$ cat config.mk
export PLATFORM = sky130hd
export DESIGN_NAME = point_to_point_steering_top_flat
export DESIGN_NICKNAME = d
export VERILOG_FILES = /design/src/pts_pkg.sv /design/src/pts_if.sv /design/src/point_to_point_steering_top.sv /design/src/pts_cordic.sv /design/src/pts_isqrt.sv /design/src/flat_wrapper.sv
export SDC_FILE = /design/constraint.sdc
export NUM_CORES = 2
export LEC_CHECK = 0
export BUFFER_PORTS_ARGS = -buffer_cell sky130_fd_sc_hd__buf_2
export CORE_MARGIN = 1.5
export CORE_UTILIZATION = 35
export CTS_CLUSTER_DIAMETER = 120
export DETAILED_ROUTE_END_ITERATION = 10
export GPL_TIMING_DRIVEN = 0
export PLACE_DENSITY = 0.47
export REMOVE_ABC_BUFFERS = 1
export SLEW_MARGIN = 20
export SYNTH_ARGS = -nofsm -noshare
export SYNTH_HDL_FRONTEND = slang
export SYNTH_SLANG_ARGS = --single-unit
export TNS_END_PERCENT = 10
$ cat constraint.sdc
create_clock -name clk -period 14.25 [get_ports clk]
set_input_delay 2.85 -clock clk [delete_from_list [all_inputs] [get_ports clk]]
set_output_delay 2.85 -clock clk [all_outputs]
set_load 0.05 [all_outputs]
$ cat src/pts_pkg.sv
// Package for point-to-point steering: constants, types, arctangent table.
// No dependencies.
package pts_pkg;

  localparam int CORDIC_STEPS_DEF = 16;
  localparam int COORD_WIDTH_DEF  = 16;
  localparam int TABLE_LEN        = 24;
  localparam int ANG_W            = 20;
  localparam int REG_W            = 16;
  localparam int IDX_W            = 3;

  localparam logic signed [ANG_W-1:0] PI_Q16      = 20'sd205887;
  localparam logic signed [15:0]      PI_Q12      = 16'sd12868;
  localparam logic signed [15:0]      HALF_PI_Q12 = 16'sd6434;
  localparam logic signed [15:0]      TURN_MIN    = -16'sd23040;
  localparam logic signed [15:0]      TURN_MAX    = 16'sd5760;

  // degrees = round(mag * 11520 / 12868) = floor((mag * 2880 + 1608) / 3217),
  // the division done by a reciprocal multiply, exact below 2^27
  localparam logic [11:0] DEG_MUL   = 12'd2880;
  localparam logic [10:0] DEG_RND   = 11'd1608;
  localparam logic [27:0] DEG_RECIP = 28'd170890835;
  localparam int          DEG_SHIFT = 39;

  localparam logic [IDX_W-1:0] REG_MODE     = 3'd0;
  localparam logic [IDX_W-1:0] REG_DEADBAND = 3'd1;
  localparam logic [IDX_W-1:0] REG_ARRIVE   = 3'd2;
  localparam logic [IDX_W-1:0] REG_TLIMIT   = 3'd3;
  localparam logic [IDX_W-1:0] REG_MAXSPD   = 3'd4;

  typedef struct packed {
    logic        mode;
    logic [11:0] turn_deadband;
    logic [15:0] arrive_distance;
    logic [13:0] turn_limit;
    logic [15:0] max_speed;
  } cfg_t;

  function automatic logic [ANG_W-1:0] atan_entry(input logic [4:0] i);
    logic [ANG_W-1:0] r;
    begin
      case (i)
        5'd0:  r = 20'd51472;
        5'd1:  r = 20'd30385;
        5'd2:  r = 20'd16055;
        5'd3:  r = 20'd8150;
        5'd4:  r = 20'd4091;
        5'd5:  r = 20'd2047;
        5'd6:  r = 20'd1024;
        5'd7:  r = 20'd512;
        5'd8:  r = 20'd256;
        5'd9:  r = 20'd128;
        5'd10: r = 20'd64;
        5'd11: r = 20'd32;
        5'd12: r = 20'd16;
        5'd13: r = 20'd8;
        5'd14: r = 20'd4;
        5'd15: r = 20'd2;
        5'd16: r = 20'd1;
        default: r = '0;
      endcase
      return r;
    end
  endfunction

endpackage

$ cat src/pts_if.sv
// Valid/ready channel interfaces for the steering block.
// Depends on nothing.
interface pts_in_if #(parameter int W = 16);
  logic                valid;
  logic                ready;
  logic signed [W-1:0] heading_x;
  logic signed [W-1:0] heading_y;
  logic signed [W-1:0] location_x;
  logic signed [W-1:0] location_y;
  logic signed [W-1:0] dest_x;
  logic signed [W-1:0] dest_y;
  modport source (output valid, heading_x, heading_y, location_x, location_y, dest_x,
                  dest_y, input ready);
  modport sink (input valid, heading_x, heading_y, location_x, location_y, dest_x,
                dest_y, output ready);
endinterface

interface pts_out_if;
  logic               valid;
  logic               ready;
  logic signed [15:0] turn_deg;
  logic        [15:0] translate;
  modport source (output valid, turn_deg, translate, input ready);
  modport sink (input valid, turn_deg, translate, output ready);
endinterface

$ cat src/point_to_point_steering_top.sv
// Point-to-point steering controller: top level, sequencer and output stage.
// Depends on pts_pkg, pts_if, pts_cordic, pts_isqrt.
// Input is accepted only while idle, after the previous result beat has been taken; outside
//   test mode the shared CORDIC runs twice per item, the square root runs alongside the
//   second bearing.
// Reset (rst, synchronous): registers take their defaults, sequencer idle.
module point_to_point_steering_top #(
  parameter int CORDIC_STEPS = pts_pkg::CORDIC_STEPS_DEF,
  parameter int COORD_WIDTH  = pts_pkg::COORD_WIDTH_DEF
) (
  input  logic                        clk,
  input  logic                        rst,
  input  logic                        cfg_we,
  input  logic [pts_pkg::IDX_W-1:0]   cfg_index,
  input  logic [pts_pkg::REG_W-1:0]   cfg_data,
  pts_in_if.sink                      in_ch,
  pts_out_if.source                   out_ch
);
  import pts_pkg::*;

  localparam int XW = COORD_WIDTH + 1;

  typedef enum logic [6:0] {
    S_IDLE = 7'b0000001,
    S_CUR  = 7'b0000010,
    S_DES  = 7'b0000100,
    S_MUL  = 7'b0001000,
    S_DIV  = 7'b0010000,
    S_FIN  = 7'b0100000,
    S_OUT  = 7'b1000000
  } state_t;

  state_t state;
  cfg_t   cfg;

  logic signed [XW-1:0] hdx, hdy, ddx, ddy;
  logic signed [XW-1:0] cvx, cvy;
  logic                 c_start, c_done;
  logic signed [15:0]   c_angle;
  logic signed [15:0]   cur;
  logic                 s_start, s_done;
  logic [35:0]          sq;
  logic [17:0]          root;
  logic [17:0]          distance;
  logic                 huge;
  logic [XW-1:0]        ax, ay;
  logic signed [16:0]   change;
  logic signed [15:0]   turn;
  logic [14:0]          tmag;
  logic [26:0]          prod;
  logic [54:0]          qprod;
  logic                 sdone_seen;
  logic [15:0]          dmag;
  logic signed [15:0]   deg;

  // configuration registers
  always_ff @(posedge clk) begin
    if (rst) begin
      cfg.mode            <= 1'b0;
      cfg.turn_deadband   <= 12'd4;
      cfg.arrive_distance <= 16'd26;
      cfg.turn_limit      <= 14'd1229;
      cfg.max_speed       <= 16'd384;
    end else if (cfg_we) begin
      case (cfg_index)
        REG_MODE:     cfg.mode            <= cfg_data[0];
        REG_DEADBAND: cfg.turn_deadband   <= cfg_data[11:0];
        REG_ARRIVE:   cfg.arrive_distance <= cfg_data;
        REG_TLIMIT:   cfg.turn_limit      <= cfg_data[13:0];
        REG_MAXSPD:   cfg.max_speed       <= cfg_data;
        default: ;
      endcase
    end
  end

  assign ax = ddx < 0 ? XW'(-ddx) : XW'(ddx);
  assign ay = ddy < 0 ? XW'(-ddy) : XW'(ddy);
  // squares fit 36 bits only below 2^17
  always_comb begin
    logic [XW-1:0] lim;
    lim  = XW'(0);
    huge = 1'b0;
    if (XW > 17) begin
      lim  = XW'(1) << (XW > 17 ? 17 : 0);
      huge = (ax >= lim) || (ay >= lim);
    end
    sq = 36'(ax[(XW > 17 ? 17 : XW)-1:0]) * 36'(ax[(XW > 17 ? 17 : XW)-1:0])
       + 36'(ay[(XW > 17 ? 17 : XW)-1:0]) * 36'(ay[(XW > 17 ? 17 : XW)-1:0]);
  end

  assign cvx = (state == S_IDLE || state == S_CUR) ? hdy : ddy;
  assign cvy = (state == S_IDLE || state == S_CUR) ? hdx : ddx;

  pts_cordic #(.STEPS(CORDIC_STEPS), .XW(XW)) u_cordic (
    .clk(clk), .rst(rst), .start(c_start), .vx(cvx), .vy(cvy),
    .done(c_done), .angle(c_angle));

  pts_isqrt u_isqrt (
    .clk(clk), .rst(rst), .start(s_start), .v(sq), .done(s_done), .root(root));

  assign in_ch.ready = (state == S_IDLE);

  always_comb begin
    dmag = 16'(qprod >> DEG_SHIFT);
    deg  = turn < 0 ? -16'(dmag) : 16'(dmag);
    if (deg < TURN_MIN) deg = TURN_MIN;
    if (deg > TURN_MAX) deg = TURN_MAX;
  end

  // sequencer
  always_ff @(posedge clk) begin
    if (rst) begin
      state        <= S_IDLE;
      c_start      <= 1'b0;
      s_start      <= 1'b0;
      out_ch.valid <= 1'b0;
      sdone_seen   <= 1'b0;
    end else begin
      c_start <= 1'b0;
      s_start <= 1'b0;
      if (s_done) begin
        sdone_seen <= 1'b1;
        distance   <= huge ? 18'h2_0000 : root;
      end
      case (state)
        S_IDLE: if (in_ch.valid) begin
          hdx <= XW'(in_ch.heading_x) - XW'(in_ch.location_x);
          hdy <= XW'(in_ch.heading_y) - XW'(in_ch.location_y);
          ddx <= XW'(in_ch.dest_x) - XW'(in_ch.location_x);
          ddy <= XW'(in_ch.dest_y) - XW'(in_ch.location_y);
          sdone_seen <= 1'b0;
          if (cfg.mode) begin
            out_ch.turn_deg  <= '0;
            out_ch.translate <= '0;
            out_ch.valid     <= 1'b1;
            state            <= S_OUT;
          end else begin
            c_start <= 1'b1;
            state   <= S_CUR;
          end
        end
        S_CUR: if (c_done) begin
          cur     <= c_angle;
          c_start <= 1'b1;
          s_start <= 1'b1;
          state   <= S_DES;
        end
        S_DES: if (c_done) begin
          begin
            logic signed [16:0] ch;
            logic [16:0] m;
            ch = 17'(cur) - 17'(c_angle);
            if (ch > 17'(HALF_PI_Q12)) ch = ch - 17'(PI_Q12);
            if (ch > 17'(HALF_PI_Q12)) ch = ch - 17'(PI_Q12);
            m = ch < 0 ? 17'(-ch) : 17'(ch);
            change <= ch;
            if (m > 17'(cfg.turn_deadband)) begin
              turn <= 16'(ch);
              tmag <= 15'(m);
            end else begin
              turn <= '0;
              tmag <= '0;
            end
          end
          state <= S_MUL;
        end
        S_MUL: begin
          prod  <= 27'(tmag) * 27'(DEG_MUL) + 27'(DEG_RND);
          state <= S_DIV;
        end
        // divide by 3217 through the reciprocal
        S_DIV: begin
          qprod <= 55'(prod) * 55'(DEG_RECIP);
          state <= S_FIN;
        end
        S_FIN: if (sdone_seen) begin
          out_ch.turn_deg <= deg;
          if (distance > 18'(cfg.arrive_distance) && tmag < 15'(cfg.turn_limit))
            out_ch.translate <= distance < 18'(cfg.max_speed) ? 16'(distance)
                                                              : cfg.max_speed;
          else
            out_ch.translate <= '0;
          out_ch.valid <= 1'b1;
          state        <= S_OUT;
        end
        S_OUT: if (out_ch.ready) begin
          out_ch.valid <= 1'b0;
          state        <= S_IDLE;
        end
        default: state <= S_IDLE;
      endcase
    end
  end

  a_valid_in_out: assert property (@(posedge clk) disable iff (rst)
    out_ch.valid |-> state == S_OUT) else $error("result outside output state");
  a_change_range: assert property (@(posedge clk) disable iff (rst)
    state == S_MUL |-> change <= 17'(HALF_PI_Q12)) else $error("change not wrapped");
  a_busy_no_ready: assert property (@(posedge clk) disable iff (rst)
    state != S_IDLE |-> !in_ch.ready) else $error("ready while busy");
endmodule

$ cat src/pts_cordic.sv
// Iterative CORDIC vectoring unit: one rotation step per cycle, Q3.12 angle out.
// Depends on pts_pkg.
module pts_cordic #(
  parameter int STEPS = pts_pkg::CORDIC_STEPS_DEF,
  parameter int XW    = 20
) (
  input  logic                  clk,
  input  logic                  rst,
  input  logic                  start,
  input  logic signed [XW-1:0]  vx,
  input  logic signed [XW-1:0]  vy,
  output logic                  done,
  output logic signed [15:0]    angle
);
  import pts_pkg::*;

  localparam int IW  = XW + 3;
  localparam int CW  = $clog2(STEPS + 1);

  logic signed [IW-1:0]    x, y;
  logic signed [ANG_W+1:0] z;
  logic [CW-1:0]           cnt;
  logic                    busy;
  logic                    zero;
  logic signed [IW-1:0]    xs, ys;
  logic [4:0]              sh;
  logic signed [ANG_W+1:0] zr;

  assign sh = 5'(cnt);
  assign xs = x >>> sh;
  assign ys = y >>> sh;

  // one micro-rotation per cycle
  always_ff @(posedge clk) begin
    if (rst) begin
      busy <= 1'b0;
      done <= 1'b0;
      cnt  <= '0;
    end else begin
      done <= 1'b0;
      if (start) begin
        busy <= 1'b1;
        cnt  <= '0;
        zero <= (vx == '0) && (vy == '0);
        if (vx < 0) begin
          x <= -IW'(vx);
          y <= -IW'(vy);
          z <= (vy >= 0) ? (ANG_W+2)'(PI_Q16) : -(ANG_W+2)'(PI_Q16);
        end else begin
          x <= IW'(vx);
          y <= IW'(vy);
          z <= '0;
        end
      end else if (busy) begin
        if (cnt == CW'(STEPS)) begin
          busy <= 1'b0;
          done <= 1'b1;
        end else begin
          if (y >= 0) begin
            x <= x + ys; y <= y - xs; z <= z + (ANG_W+2)'(atan_entry(sh));
          end else begin
            x <= x - ys; y <= y + xs; z <= z - (ANG_W+2)'(atan_entry(sh));
          end
          cnt <= cnt + 1'b1;
        end
      end
    end
  end

  // round to Q3.12 and clamp
  always_comb begin
    zr = (z + $signed((ANG_W+2)'(8))) >>> 4;
    if (zero)                           angle = '0;
    else if (zr > (ANG_W+2)'(PI_Q12))   angle = PI_Q12;
    else if (zr < -(ANG_W+2)'(PI_Q12))  angle = -PI_Q12;
    else                                angle = 16'(zr);
  end

  a_done_after_busy: assert property (@(posedge clk) disable iff (rst)
    done |-> $past(busy)) else $error("cordic done without busy");
  a_no_start_busy: assert property (@(posedge clk) disable iff (rst)
    done |=> !busy || $past(start)) else $error("cordic busy after done");
  a_cnt_bound: assert property (@(posedge clk) disable iff (rst)
    busy |-> cnt <= CW'(STEPS)) else $error("cordic count overrun");
endmodule

$ cat src/pts_isqrt.sv
// Bit-serial integer square root, two radicand bits per cycle.
// Depends on pts_pkg.
module pts_isqrt (
  input  logic        clk,
  input  logic        rst,
  input  logic        start,
  input  logic [35:0] v,
  output logic        done,
  output logic [17:0] root
);
  import pts_pkg::*;

  logic [35:0] rem;
  logic [35:0] r;
  logic [35:0] bitv;
  logic        busy;
  logic [35:0] trial;

  assign trial = r + bitv;
  assign root  = 18'(r);

  // restoring square root, one result bit per cycle
  always_ff @(posedge clk) begin
    if (rst) begin
      busy <= 1'b0;
      done <= 1'b0;
    end else begin
      done <= 1'b0;
      if (start) begin
        busy <= 1'b1;
        rem  <= v;
        r    <= '0;
        bitv <= 36'h4_0000_0000;
      end else if (busy) begin
        if (bitv == '0) begin
          busy <= 1'b0;
          done <= 1'b1;
        end else begin
          if (rem >= trial) begin
            rem <= rem - trial;
            r   <= (r >> 1) + bitv;
          end else begin
            r <= r >> 1;
          end
          bitv <= bitv >> 2;
        end
      end
    end
  end

  a_done_busy: assert property (@(posedge clk) disable iff (rst)
    done |-> $past(busy)) else $error("isqrt done without busy");
  a_bit_onehot: assert property (@(posedge clk) disable iff (rst)
    busy |-> $onehot0(bitv)) else $error("isqrt bit not one-hot");
  a_root_bound: assert property (@(posedge clk) disable iff (rst)
    done |-> r < 36'h4_0000) else $error("isqrt root too wide");
endmodule

$ cat src/flat_wrapper.sv
// flat-port wrapper written by rule: the top's interface ports become plain ports
module point_to_point_steering_top_flat import pts_pkg::*;
#(
  parameter int CORDIC_STEPS = pts_pkg::CORDIC_STEPS_DEF,
  parameter int COORD_WIDTH  = pts_pkg::COORD_WIDTH_DEF
)
  (clk, rst, cfg_we, cfg_index, cfg_data, in_ch_valid, in_ch_heading_x, in_ch_heading_y, in_ch_location_x, in_ch_location_y, in_ch_dest_x, in_ch_dest_y, in_ch_ready, out_ch_valid, out_ch_turn_deg, out_ch_translate, out_ch_ready);
  pts_in_if #(.W(16)) in_ch_i ();
  pts_out_if out_ch_i ();
  input  logic clk;
  input  logic rst;
  input  logic cfg_we;
  input  logic [pts_pkg::IDX_W-1:0] cfg_index;
  input  logic [pts_pkg::REG_W-1:0] cfg_data;
  input wire logic [$bits(in_ch_i.valid)-1:0] in_ch_valid;
  input wire logic [$bits(in_ch_i.heading_x)-1:0] in_ch_heading_x;
  input wire logic [$bits(in_ch_i.heading_y)-1:0] in_ch_heading_y;
  input wire logic [$bits(in_ch_i.location_x)-1:0] in_ch_location_x;
  input wire logic [$bits(in_ch_i.location_y)-1:0] in_ch_location_y;
  input wire logic [$bits(in_ch_i.dest_x)-1:0] in_ch_dest_x;
  input wire logic [$bits(in_ch_i.dest_y)-1:0] in_ch_dest_y;
  output wire logic [$bits(in_ch_i.ready)-1:0] in_ch_ready;
  output wire logic [$bits(out_ch_i.valid)-1:0] out_ch_valid;
  output wire logic [$bits(out_ch_i.turn_deg)-1:0] out_ch_turn_deg;
  output wire logic [$bits(out_ch_i.translate)-1:0] out_ch_translate;
  input wire logic [$bits(out_ch_i.ready)-1:0] out_ch_ready;
  assign in_ch_i.valid = in_ch_valid;
  assign in_ch_i.heading_x = in_ch_heading_x;
  assign in_ch_i.heading_y = in_ch_heading_y;
  assign in_ch_i.location_x = in_ch_location_x;
  assign in_ch_i.location_y = in_ch_location_y;
  assign in_ch_i.dest_x = in_ch_dest_x;
  assign in_ch_i.dest_y = in_ch_dest_y;
  assign in_ch_ready = in_ch_i.ready;
  assign out_ch_valid = out_ch_i.valid;
  assign out_ch_turn_deg = out_ch_i.turn_deg;
  assign out_ch_translate = out_ch_i.translate;
  assign out_ch_i.ready = out_ch_ready;
  point_to_point_steering_top #(.CORDIC_STEPS(CORDIC_STEPS), .COORD_WIDTH(COORD_WIDTH)) u_core (.clk(clk), .rst(rst), .cfg_we(cfg_we), .cfg_index(cfg_index), .cfg_data(cfg_data), .in_ch(in_ch_i), .out_ch(out_ch_i));
endmodule
==> impl_metrics.tcl <==
set metrics [dict create \
    worst_slew_pin_slew_ns 1.09 \
    route.detailed.drc 0 \
    yosys_warnings 0 \
    portBuffers 153 \
    layout_common_cells "inv_1 (1121), ha_1 (789), fa_1 (689)" \
    reg2reg_from "u_core.u_cordic.z[5]" \
    core_area_um2 174000 \
    grt.total_usage_pct 18.5 \
    worst_path_largest_cell_delay_ns 0.84 \
    ff2ff_path_depth 49 \
    path_max_fanout 19 \
    ys_ff_latch 435 \
    gr-total-overflow 0 \
    path_buf_inv 3 \
    worstSetupPathType "flip-flop to flip-flop" \
    wire_per_inst_um 17.9 \
    worst_slack_ns 1.31 \
    ios 154 \
    clockBufferDepth 3 \
    fin_crit_sh_pct 90.8 \
    grt_first_pass_wirelength_um 262000 \
    routed_wl_um 163000 \
    antenna_found_initial 24 \
    cts_resized 0 \
    syn_avg_cell_area_um2 9.20 \
    fp.dieW_um 422 \
    run_status "finished clean" \
    crit_path_start_kind "flip-flop" \
    initial_utilization_pct 35.2 \
    clk_pin_slew_ns 0.07 \
    rsz0062_at_grt "no" \
    final-setup-viol-count 0 \
    cp.arrival_ns 13.33 \
    firstDrtPassIters 6 \
    worst_setup_path_end_kind "flip-flop" \
    grt_max_degree 69 \
    slew_headroom_pct 25.5 \
    hold_viol_final 0 \
    syn_area_um2 61300 \
    min_path_type "flip-flop to flip-flop" \
    gp_congestion 0.858 \
    synth_cells 6661 \
    clock.fmax_mhz 77.3 \
    fp.dieH_um 422 \
    skew_ns 0.0701 \
    regToRegEndpoint "u_core.tmag[3]" \
    min_to "u_core.cfg[56]" \
    cts-root-buf "clkbuf_16" \
    ys.flop_type "edfxtp_1" \
    drt_iter0_drc 2509 \
    vias 45100 \
    slowest_stage "mux2i_1" \
    hold_depth 2 \
    rows 153 \
    pre_cts_ws_ns 1.34 \
    nNetsFinal 8354 \
    ctsHoldBuffers 0 \
    crit_path_start "u_core.u_cordic.z[5]" \
    ant_nets 0 \
    post_cts_buffers 0 \
    drive_gt1_share_pct 6.82 \
    maxSlewViolCount 0 \
    critPathTopFamily "compound AO/OA/AOI/OAI gates" \
    hp-start "u_core.cfg[56]" \
    ys_types 110 \
    setup_tns_ns 0 \
    r2r_slack_ns 1.31 \
    cts_tree "built" \
    clock-sinks 435 \
    maxCapViolations 0 \
    yosysSeqAreaShare_pct 19.8 \
    crit_required_ns 14.64 \
    async_reset_ff_share_pct 0 \
    cts_buffers 55 \
    grt_pass1_vias 46300 \
    routed_via_density 4.94 \
    clk_latency_ns 0.70 \
    period_needed_ns 12.94 \
    h-tree-depth 2 \
    fillers 17600 \
    synth_edf_count 340 \
    post-dp-hpwl_um 139000 \
    die_area_um2 178000 \
    final_common_cell "inv_1" \
    syn2layout_area_growth_pct 9.69 \
]
[how the worst max path moves through the flow]
stage | end | slack, ns | cells after the start
2_1_floorplan | u_core.tmag[3] | 3.63 | 49
4_1_cts | u_core.tmag[10] | 1.30 | 49
3_5_place_dp | u_core.tmag[3] | 1.34 | 49
5_1_grt | u_core.tmag[10] | 0.14 | 49
3_3_place_gp | u_core.tmag[3] | 1.03 | 50
6_report | u_core.tmag[3] | 1.31 | 49
[flip-flops by register name, indices dropped and copies added, names as in the netlist, 18 cells and up, named ones only]
signal,cells
u_core.u_isqrt.r,36
u_core.u_cordic.y,20
u_core.distance,18
u_core.u_isqrt.bitv,18
u_core.u_cordic.z,22
u_core.u_cordic.x,20
u_core.cfg,59
u_core.prod,21
u_core.u_isqrt.rem,36
[worst reg2reg max path, delay by kind of cell, from the launching register on]
kind	cells	cell delay (ns)
flops	1	0.50
fa+ha+maj	4	1.29
xor+xnor	2	0.58
mux	1	0.84
buf+inv	3	0.24
compound gates	26	6.61
simple gates	13	2.55
[cells by family (layout without fill, tap and decap cells)]
group / Yosys count / count (layout) / synth area share [%]
simple gates: 1696 / 1696 / 12.5
fa+ha+maj: 1478 / 1478 / 38.6
buf+inv: 1314 / 1432 / 8.14
compound gates: 1205 / 1205 / 12.8
flops: 435 / 435 / 19.8
xor+xnor: 423 / 423 / 6.08
mux: 108 / 108 / 2.12
other cells: 2 / 31 / 0.0123
[routing by layer]
metal | track usage (%) | share of wire [%]
met1 | 25.0 | 46
met2 | 32.1 | 49
met3 | 1.32 | 2.6
met4 | 4.20 | 2.3
met5 | 0 | 0
[cell usage after synthesis, types with 10 or more instances]
library cell  number  share of area (%)
a31o_2            31               0.44
nand3_1           93               0.76
nand3b_1          15               0.18
clkbuf_1         143               0.88
a21boi_0          45               0.55
nand2_1          592                3.6
mux4_2            15               0.55
and3_1            54               0.55
and4_1            11               0.16
fa_1             689                 22
nor4_1            17               0.17
o22ai_1           19               0.19
a21oi_1          335                2.7
a31oi_1           66               0.67
or3_1             31               0.32
o41ai_1           13               0.19
a211o_1           19               0.27
xnor2_1          242                3.5
nor3_1            90               0.73
nand2b_1          52               0.53
edfxtp_1         340                 17
buf_2             10              0.082
o21a_1            30               0.37
buf_1             16              0.098
nand4_1           34               0.35
nor2_1           554                3.4
o21ai_0          258                2.1
or2_2             25               0.26
mux2_2            20               0.37
inv_1           1121                6.9
o21bai_1          59               0.72
clkinv_1          13              0.080
nor2b_1           64               0.65
and2_1            30               0.31
ha_1             789                 16
xor2_1           178                2.5
a211oi_1          51               0.62
a21o_1            88                1.1
o211ai_1          21               0.26
dfxtp_1           95                3.1
mux2i_1           71                1.2
o31ai_1           39               0.48
[per-stage QoR]
stage          hold WS, ns  cell area, um^2  cells  util, %
2_1_floorplan        0.430            60700   6507        -
3_3_place_gp         0.445            64300   8985     37.0
3_5_place_dp         0.449            65300   9024     37.5
4_1_cts              0.457            67200   9126     38.6
5_1_grt              0.471            67200   9132     38.6
6_report             0.456            67200   9133     38.6
[cell type report]
| type | instances | area, um^2 | area share [%] |
|---|---|---|---|
| Multi-Input combinational cell | 4934 | 44600 | 66.3 |
| Sequential cell | 435 | 12100 | 18.0 |
| Inverter | 1138 | 4270 | 6.35 |
| Tap cell | 2325 | 2910 | 4.33 |
| Clock buffer | 65 | 1430 | 2.13 |
| Timing Repair Buffer | 192 | 1400 | 2.09 |
| Clock inverter | 37 | 508 | 0.755 |
| Antenna cell | 7 | 17.5 | 0.0260 |
Power is left out: the tool's default activity adds up to more than one toggle a clock period on the data nets, which glitch-free logic cannot reach.
